### config.mk
export PLATFORM = sky130hd
export DESIGN_NAME = dimmer_frame_receiver_unit
export DESIGN_NICKNAME = d
export VERILOG_FILES = /design/src/design/dfr_pkg.sv /design/src/design/dimmer_frame_receiver_unit.sv
export SDC_FILE = /design/constraint.sdc
export NUM_CORES = 1
export LEC_CHECK = 0
export BUFFER_PORTS_ARGS = -buffer_cell sky130_fd_sc_hd__buf_4
export CAP_MARGIN = 20
export CORE_ASPECT_RATIO = 0.8
export CORE_MARGIN = 3
export CORE_UTILIZATION = 30
export DETAILED_ROUTE_END_ITERATION = 10
export SLEW_MARGIN = 0
export SYNTH_ARGS = -nofsm -noshare
export SYNTH_HDL_FRONTEND = slang
export SYNTH_SLANG_ARGS = --single-unit
### constraint.sdc
create_clock -name aclk -period 21.9 [get_ports aclk]
set_input_delay 2.19 -clock aclk [delete_from_list [all_inputs] [get_ports aclk]]
set_output_delay 2.19 -clock aclk [all_outputs]
set_load 0.05 [all_outputs]
### src/design/dfr_pkg.sv
package dfr_pkg;

    localparam int BUFFER_BYTES_DEF = 52;

    localparam logic [7:0] SYNC_FIRST  = 8'h55;
    localparam logic [7:0] SYNC_SECOND = 8'hAA;
    localparam logic [7:0] SUM_SEED    = 8'hFF;

    localparam logic [7:0]  CMD_ACK    = 8'd5;
    localparam logic [7:0]  CMD_REPORT = 8'd7;
    localparam logic [15:0] LEN_SWITCH = 16'd5;
    localparam logic [15:0] LEN_LEVEL  = 16'd8;

    localparam int POS_SWITCH   = 4;
    localparam int POS_LEVEL_HI = 6;
    localparam int POS_LEVEL_LO = 7;

    localparam logic [1:0] STATUS_GOOD     = 2'd0;
    localparam logic [1:0] STATUS_BAD      = 2'd1;
    localparam logic [1:0] STATUS_OVERFLOW = 2'd2;

    localparam logic [1:0] REG_RAW_MIN    = 2'd0;
    localparam logic [1:0] REG_RAW_MAX    = 2'd1;
    localparam logic [1:0] REG_USER_RANGE = 2'd2;

    localparam logic [15:0] RAW_MIN_RESET    = 16'd0;
    localparam logic [15:0] RAW_MAX_RESET    = 16'd1000;
    localparam logic [7:0]  USER_RANGE_RESET = 8'd200;

endpackage

### src/design/dimmer_frame_receiver_unit.sv
// Takes one received byte per cycle while idle; a frame result is registered at its closing
// byte and can be taken from the next cycle on. Input stalls while a result waits untaken.
// A good command 7 length 8 frame maps its level first: a level at or beyond either end of
// the raw range is clamped in the map state, otherwise the map state forms the product and
// the restoring divider then builds the quotient bit by bit; input is held off meanwhile.
// Reset (aresetn low, synchronous) returns to sync hunting, drops the pending result and
// restores the level registers to their defaults.
module dimmer_frame_receiver_unit #(
    parameter int BUFFER_BYTES = dfr_pkg::BUFFER_BYTES_DEF
) (
    input  logic        aclk,
    input  logic        aresetn,
    input  logic        cfg_valid,
    output logic        cfg_ready,
    input  logic [1:0]  cfg_index,
    input  logic [15:0] cfg_data,
    input  logic        s_valid,
    output logic        s_ready,
    input  logic [7:0]  s_rx_byte,
    output logic        m_valid,
    input  logic        m_ready,
    output logic [1:0]  m_frame_status,
    output logic [7:0]  m_proto_version,
    output logic [7:0]  m_frame_command,
    output logic [15:0] m_payload_length,
    output logic        m_send_ack,
    output logic        m_switch_valid,
    output logic        m_switch_on,
    output logic        m_level_valid,
    output logic [7:0]  m_user_level
);

    localparam int CNT_W = $clog2(BUFFER_BYTES + 1);

    typedef enum logic [6:0] {
        PH_HUNT = 7'b0000001,
        PH_SYNC = 7'b0000010,
        PH_VER  = 7'b0000100,
        PH_CMD  = 7'b0001000,
        PH_LENH = 7'b0010000,
        PH_LENL = 7'b0100000,
        PH_BODY = 7'b1000000
    } phase_t;

    typedef enum logic [2:0] {
        ST_IDLE = 3'b001,
        ST_MAP  = 3'b010,
        ST_DIV  = 3'b100
    } seq_t;

    logic [15:0] raw_min_reg, raw_min_next;
    logic [15:0] raw_max_reg, raw_max_next;
    logic [7:0]  user_range_reg, user_range_next;

    phase_t      phase_reg, phase_next;
    seq_t        seq_reg, seq_next;
    logic [7:0]  version_reg, version_next;
    logic [7:0]  command_reg, command_next;
    logic [15:0] length_reg, length_next;
    logic [CNT_W-1:0] count_reg, count_next;
    logic [7:0]  sum_reg, sum_next;
    logic [7:0]  byte4_reg, byte4_next;
    logic [7:0]  byte6_reg, byte6_next;
    logic [7:0]  byte7_reg, byte7_next;

    logic [23:0] num_reg, num_next;
    logic [23:0] den_reg, den_next;
    logic [7:0]  quo_reg, quo_next;
    logic [2:0]  step_reg, step_next;

    logic        m_valid_reg, m_valid_next;
    logic [1:0]  status_reg, status_next;
    logic [7:0]  out_version_reg, out_version_next;
    logic [7:0]  out_command_reg, out_command_next;
    logic [15:0] out_length_reg, out_length_next;
    logic        ack_reg, ack_next;
    logic        sw_valid_reg, sw_valid_next;
    logic        sw_on_reg, sw_on_next;
    logic        lv_valid_reg, lv_valid_next;
    logic [7:0]  level_reg, level_next;

    logic             in_acc;
    logic [CNT_W-1:0] cnt_inc;
    logic [7:0]       top;
    logic [15:0]      lvl;
    logic [24:0]      trial;
    logic             finish;
    logic [1:0]       fin_status;

    assign cfg_ready = 1'b1;
    assign s_ready   = (seq_reg == ST_IDLE) && (!m_valid_reg || m_ready);
    assign in_acc    = s_valid && s_ready;
    assign cnt_inc   = count_reg + CNT_W'(1);
    assign top       = (user_range_reg == 8'd0) ? 8'd1 : user_range_reg;
    assign lvl       = {byte6_reg, byte7_reg};
    assign trial     = {1'b0, num_reg} - {1'b0, den_reg};

    always_comb begin
        raw_min_next     = raw_min_reg;
        raw_max_next     = raw_max_reg;
        user_range_next  = user_range_reg;
        phase_next       = phase_reg;
        seq_next         = seq_reg;
        version_next     = version_reg;
        command_next     = command_reg;
        length_next      = length_reg;
        count_next       = count_reg;
        sum_next         = sum_reg;
        byte4_next       = byte4_reg;
        byte6_next       = byte6_reg;
        byte7_next       = byte7_reg;
        num_next         = num_reg;
        den_next         = den_reg;
        quo_next         = quo_reg;
        step_next        = step_reg;
        m_valid_next     = m_valid_reg && !m_ready;
        status_next      = status_reg;
        out_version_next = out_version_reg;
        out_command_next = out_command_reg;
        out_length_next  = out_length_reg;
        ack_next         = ack_reg;
        sw_valid_next    = sw_valid_reg;
        sw_on_next       = sw_on_reg;
        lv_valid_next    = lv_valid_reg;
        level_next       = level_reg;
        finish           = 1'b0;
        fin_status       = dfr_pkg::STATUS_GOOD;

        if (cfg_valid) begin
            case (cfg_index)
                dfr_pkg::REG_RAW_MIN:    raw_min_next    = cfg_data;
                dfr_pkg::REG_RAW_MAX:    raw_max_next    = cfg_data;
                dfr_pkg::REG_USER_RANGE: user_range_next = cfg_data[7:0];
                default: ;
            endcase
        end

        case (seq_reg)
            ST_MAP: begin
                if (lvl <= raw_min_reg) begin
                    level_next   = 8'd1;
                    m_valid_next = 1'b1;
                    seq_next     = ST_IDLE;
                end else if (lvl >= raw_max_reg) begin
                    level_next   = top;
                    m_valid_next = 1'b1;
                    seq_next     = ST_IDLE;
                end else begin
                    num_next  = 24'(lvl - raw_min_reg) * 24'(top - 8'd1);
                    den_next  = {1'b0, raw_max_reg - raw_min_reg, 7'd0};
                    quo_next  = 8'd0;
                    step_next = 3'd7;
                    seq_next  = ST_DIV;
                end
            end
            ST_DIV: begin
                // one quotient bit per cycle, divisor walks down from bit 7
                if (!trial[24]) begin
                    num_next = trial[23:0];
                end
                quo_next  = {quo_reg[6:0], !trial[24]};
                den_next  = den_reg >> 1;
                step_next = step_reg - 3'd1;
                if (step_reg == 3'd0) begin
                    level_next   = quo_next + 8'd1;
                    m_valid_next = 1'b1;
                    seq_next     = ST_IDLE;
                end
            end
            default: begin
                if (in_acc) begin
                    case (phase_reg)
                        PH_SYNC: begin
                            if (s_rx_byte == dfr_pkg::SYNC_SECOND) begin
                                phase_next = PH_VER;
                            end
                        end
                        PH_VER: begin
                            version_next = s_rx_byte;
                            phase_next   = PH_CMD;
                        end
                        PH_CMD: begin
                            command_next = s_rx_byte;
                            phase_next   = PH_LENH;
                        end
                        PH_LENH: begin
                            length_next = {s_rx_byte, 8'h00};
                            phase_next  = PH_LENL;
                        end
                        PH_LENL: begin
                            length_next = {length_reg[15:8], s_rx_byte};
                            sum_next    = dfr_pkg::SUM_SEED + version_reg + command_reg
                                          + s_rx_byte;
                            count_next  = '0;
                            phase_next  = PH_BODY;
                        end
                        PH_BODY: begin
                            if (16'(count_reg) < length_reg) begin
                                sum_next   = sum_reg + s_rx_byte;
                                count_next = cnt_inc;
                                if (count_reg == CNT_W'(dfr_pkg::POS_SWITCH)) begin
                                    byte4_next = s_rx_byte;
                                end
                                if (count_reg == CNT_W'(dfr_pkg::POS_LEVEL_HI)) begin
                                    byte6_next = s_rx_byte;
                                end
                                if (count_reg == CNT_W'(dfr_pkg::POS_LEVEL_LO)) begin
                                    byte7_next = s_rx_byte;
                                end
                                if (32'(cnt_inc) >= BUFFER_BYTES) begin
                                    finish     = 1'b1;
                                    fin_status = dfr_pkg::STATUS_OVERFLOW;
                                end
                            end else begin
                                finish     = 1'b1;
                                fin_status = (s_rx_byte == sum_reg) ? dfr_pkg::STATUS_GOOD
                                                                    : dfr_pkg::STATUS_BAD;
                            end
                        end
                        default: begin
                            if (s_rx_byte == dfr_pkg::SYNC_FIRST) begin
                                phase_next = PH_SYNC;
                            end else if (s_rx_byte == dfr_pkg::SYNC_SECOND) begin
                                phase_next = PH_VER;
                            end else begin
                                phase_next = PH_HUNT;
                            end
                        end
                    endcase

                    if (finish) begin
                        status_next      = fin_status;
                        out_version_next = version_reg;
                        out_command_next = command_reg;
                        out_length_next  = length_reg;
                        ack_next         = 1'b0;
                        sw_valid_next    = 1'b0;
                        sw_on_next       = 1'b0;
                        lv_valid_next    = 1'b0;
                        level_next       = 8'd0;
                        m_valid_next     = 1'b1;
                        if (fin_status == dfr_pkg::STATUS_GOOD) begin
                            if (command_reg == dfr_pkg::CMD_ACK) begin
                                ack_next = 1'b1;
                            end else if (command_reg == dfr_pkg::CMD_REPORT) begin
                                if (length_reg == dfr_pkg::LEN_SWITCH) begin
                                    sw_valid_next = 1'b1;
                                    sw_on_next    = (byte4_reg != 8'd0);
                                end else if (length_reg == dfr_pkg::LEN_LEVEL) begin
                                    // hold the result back until the level is mapped
                                    lv_valid_next = 1'b1;
                                    m_valid_next  = 1'b0;
                                    seq_next      = ST_MAP;
                                end
                            end
                        end
                        phase_next  = PH_HUNT;
                        count_next  = '0;
                        length_next = 16'd0;
                    end
                end
            end
        endcase
    end

    always_ff @(posedge aclk) begin
        if (!aresetn) begin
            raw_min_reg    <= dfr_pkg::RAW_MIN_RESET;
            raw_max_reg    <= dfr_pkg::RAW_MAX_RESET;
            user_range_reg <= dfr_pkg::USER_RANGE_RESET;
            phase_reg      <= PH_HUNT;
            seq_reg        <= ST_IDLE;
            m_valid_reg    <= 1'b0;
        end else begin
            raw_min_reg    <= raw_min_next;
            raw_max_reg    <= raw_max_next;
            user_range_reg <= user_range_next;
            phase_reg      <= phase_next;
            seq_reg        <= seq_next;
            m_valid_reg    <= m_valid_next;
        end
    end

    always_ff @(posedge aclk) begin
        version_reg     <= version_next;
        command_reg     <= command_next;
        length_reg      <= length_next;
        count_reg       <= count_next;
        sum_reg         <= sum_next;
        byte4_reg       <= byte4_next;
        byte6_reg       <= byte6_next;
        byte7_reg       <= byte7_next;
        num_reg         <= num_next;
        den_reg         <= den_next;
        quo_reg         <= quo_next;
        step_reg        <= step_next;
        status_reg      <= status_next;
        out_version_reg <= out_version_next;
        out_command_reg <= out_command_next;
        out_length_reg  <= out_length_next;
        ack_reg         <= ack_next;
        sw_valid_reg    <= sw_valid_next;
        sw_on_reg       <= sw_on_next;
        lv_valid_reg    <= lv_valid_next;
        level_reg       <= level_next;
    end

    assign m_valid          = m_valid_reg;
    assign m_frame_status   = status_reg;
    assign m_proto_version  = out_version_reg;
    assign m_frame_command  = out_command_reg;
    assign m_payload_length = out_length_reg;
    assign m_send_ack       = ack_reg;
    assign m_switch_valid   = sw_valid_reg;
    assign m_switch_on      = sw_on_reg;
    assign m_level_valid    = lv_valid_reg;
    assign m_user_level     = level_reg;

endmodule

==> reports/metrics.yaml <==
drive_above_1_share_pct: 8.74
worst_slew_pin_slew_ns: 1.23
num_vias: 13204
grt_max_degree: 66
htree_levels: 1
cp_slowest_cell: "sky130_fd_sc_hd__xor2_1"
timing.hold.worst.class: "reg2reg"
detailed_route_wire_length_per_cell_microns: 17.9
critPathLaunchType: "flip-flop"
max-cap-violations: 0
layout_min_cycle_time_ns: 7.55
synth-warning-count: 0
crit_required_ns: 22.27
place_area_sq_mm: 0.0191
core_area_sq_mm: 0.0574
die-width_microns: 277
num-nets-final: 2182
design_area_sq_mm: 0.0199
outcome: "finished, final reports clean"
netlist.area_leader.share_pct: 29.5
final.setup.tns_ns: 0
netlist.top_cell.by_area: "sky130_fd_sc_hd__edfxtp_1"
ys_ff_latch: 224
cts_root_buf: "sky130_fd_sc_hd__clkbuf_16"
gp_congestion: 0.910
tritoncts.num_buffers: 24
endpoint_kind: "flip-flop"
r2r_setup_slack_ns: 14.35
holdBufCountCts: 0
drc: 0
total_leakage_power_nw: 8.33
hold_ws_ns: 0.447
maxSlewViolCount: 0
first_global_vias: 13091
max_clk_rate_mhz: 132
report.final.hold_viol_count: 0
synthToLayoutAreaGrowth_pct: 12.9
die_area_sq_mm: 0.0616
synthDistinctLibCells: 75
power.ir.vdd_worst_uv: 80.6
clock_path_buffers: 3
dominantRegCellSynth: "sky130_fd_sc_hd__edfxtp_1"
cpPeakStageDelay_ns: 0.58
grt.overflow.total: 0
synth_nets: 2109
postCtsSetupRepairBufs: 0
worst-setup-path-type: "reg2reg"
grt_usage_pct: 15.2
largest_register_ff_count: 24
clk-insertion-delay-late_ns: 0.55
final-setup-viol-count: 0
place.port_buffers: 78
totalWireLength_microns: 47400
synthMostInstantiatedCell: "sky130_fd_sc_hd__inv_1"
antenna_violations_before_repair: 0
layout_worst_path_cycle_share_pct: 34.5
worst-endpoint-arrival_ns: 7.92
top_level_ports: 80
cellPowerDensity_mw_per_mm2: 96.4
clock-skew-final_ns: 0.0329
cts.sink_count: 224
critPathMaxFanout: 8
count_of_cells_resized_by_post_cts_repair: 0
fin_total_pwr_mw: 1.92
initial_utilization_pct: 30.7
unrepaired_setup_endpoints_after_global_routing: "false"
slew-limit-headroom_pct: 17.6
drtPass1Iterations: 6
synth-edff-count: 173
floorplan_row_count: 78
synth_commonest_cells: "218 x sky130_fd_sc_hd__inv_1, 177 x sky130_fd_sc_hd__nor2_1, 173 x sky130_fd_sc_hd__edfxtp_1, 173 x sky130_fd_sc_hd__nand2_1, 152 x sky130_fd_sc_hd__ha_1"
diodes_inserted: 0
final_antenna_net_count: 0
synth_area_leaders: "sky130_fd_sc_hd__edfxtp_1 30%, sky130_fd_sc_hd__fa_1 15%, sky130_fd_sc_hd__ha_1 11%, sky130_fd_sc_hd__dfxtp_1 5.8%, sky130_fd_sc_hd__inv_1 4.7%"
syn-mean-instance-area_sq_um: 9.80
drt-initial-drc-count: 1136
first_pass_grt_wire_length_microns: 75000
via_per_inst: 4.99
async_reset_ff_share_pct: 0
tritoncts: "done"
fp.dieH_microns: 223
total_standard_cell_area_after_synthesis_sq_mm: 0.0176
clk_pin_slew_worst_paths_ns: 0.07
synth_cells: 1796
yosysSeqAreaShare_pct: 35.3
post-dp-hpwl_microns: 37400
==> final cells by class <==
class / instances / area (sq um)
Fill cell: 5814 / 37500
Multi-Input combinational cell: 1303 / 10400
Sequential cell: 224 / 6220
Tap cell: 760 / 951
Inverter: 218 / 818
Timing Repair Buffer: 98 / 739
Clock buffer: 31 / 658
Clock inverter: 13 / 95.1
==> metrics by stage <==
stage	setup slack [ns]	cells	utilization, %
6_report	14.35	2647	34.6
5_1_grt	13.70	2647	34.6
4_1_cts	14.39	2644	34.6
3_5_place_dp	14.44	2600	33.3
3_3_place_gp	14.56	2600	33.3
2_1_floorplan	14.40	1796	-
==> where the power goes <==
part,internal [mW],switching (mW)
clock network,0.224,0.174
logic,0.422,0.589
registers,0.503,0.00289
==> metal layers <==
metal	global-route usage, %	part of all wire (%)	vias to the layer above
met5	0	0	-
met4	2.25	1.5	0
met3	3.62	8.7	45
met2	22.0	41	425
met1	23.3	49	6459
li1	-	-	6275
==> final timing paths <==
path / startpoint / endpoint / depth (start not counted)
max reg2reg: raw_min_reg[1] / num_reg[23] / 26
max: raw_min_reg[1] / num_reg[23] / 26
min: length_reg[9] / m_payload_length[9] / 0
min reg2reg: length_reg[9] / m_payload_length[9] / 0
==> placed cells by master (no fill, tap or decap), types with 15 or more instances in the layout <==
cell type,instances
sky130_fd_sc_hd__clkbuf_16,25
sky130_fd_sc_hd__a21o_1,37
sky130_fd_sc_hd__xor2_1,42
sky130_fd_sc_hd__ha_1,152
sky130_fd_sc_hd__mux2i_1,15
sky130_fd_sc_hd__nor2b_1,19
sky130_fd_sc_hd__buf_4,96
sky130_fd_sc_hd__a21oi_1,128
sky130_fd_sc_hd__and3_1,17
sky130_fd_sc_hd__inv_1,218
sky130_fd_sc_hd__edfxtp_1,173
sky130_fd_sc_hd__nand2_1,173
sky130_fd_sc_hd__and2_1,17
sky130_fd_sc_hd__o21a_1,22
sky130_fd_sc_hd__nand2b_1,39
sky130_fd_sc_hd__nor2_1,176
sky130_fd_sc_hd__xnor2_1,59
sky130_fd_sc_hd__dfxtp_1,51
sky130_fd_sc_hd__fa_1,130
sky130_fd_sc_hd__nor3_1,23
sky130_fd_sc_hd__nand3_1,22
sky130_fd_sc_hd__o21ai_0,67
==> worst max-delay path, delay by kind of cell, from the launching register on <==
| family | cells | cell delay (ns) |
|---|---|---|
| DFF | 1 | 0.40 |
| muxes | 1 | 0.14 |
| adders and majority gates | 7 | 2.84 |
| buffers and inverters | 3 | 0.33 |
| xor gates and xnor gates | 2 | 0.81 |
| AOI/OAI and AO/OA | 11 | 2.61 |
| and+or+nand+nor | 2 | 0.27 |
==> kinds of logic after synthesis <==
kind of cell,count (synthesis),synth area share [%]
AO/OA/AOI/OAI,342,12.2
flip-flops,224,35.3
buffers and inverters,269,5.77
AND/OR/NAND/NOR,560,15.0
multiplexers,16,0.939
XOR/XNOR,102,5.16
adder cells (fa/ha/maj),282,25.6
other,1,0.0213
No activity file was read; power rests on OpenSTA's default activity.
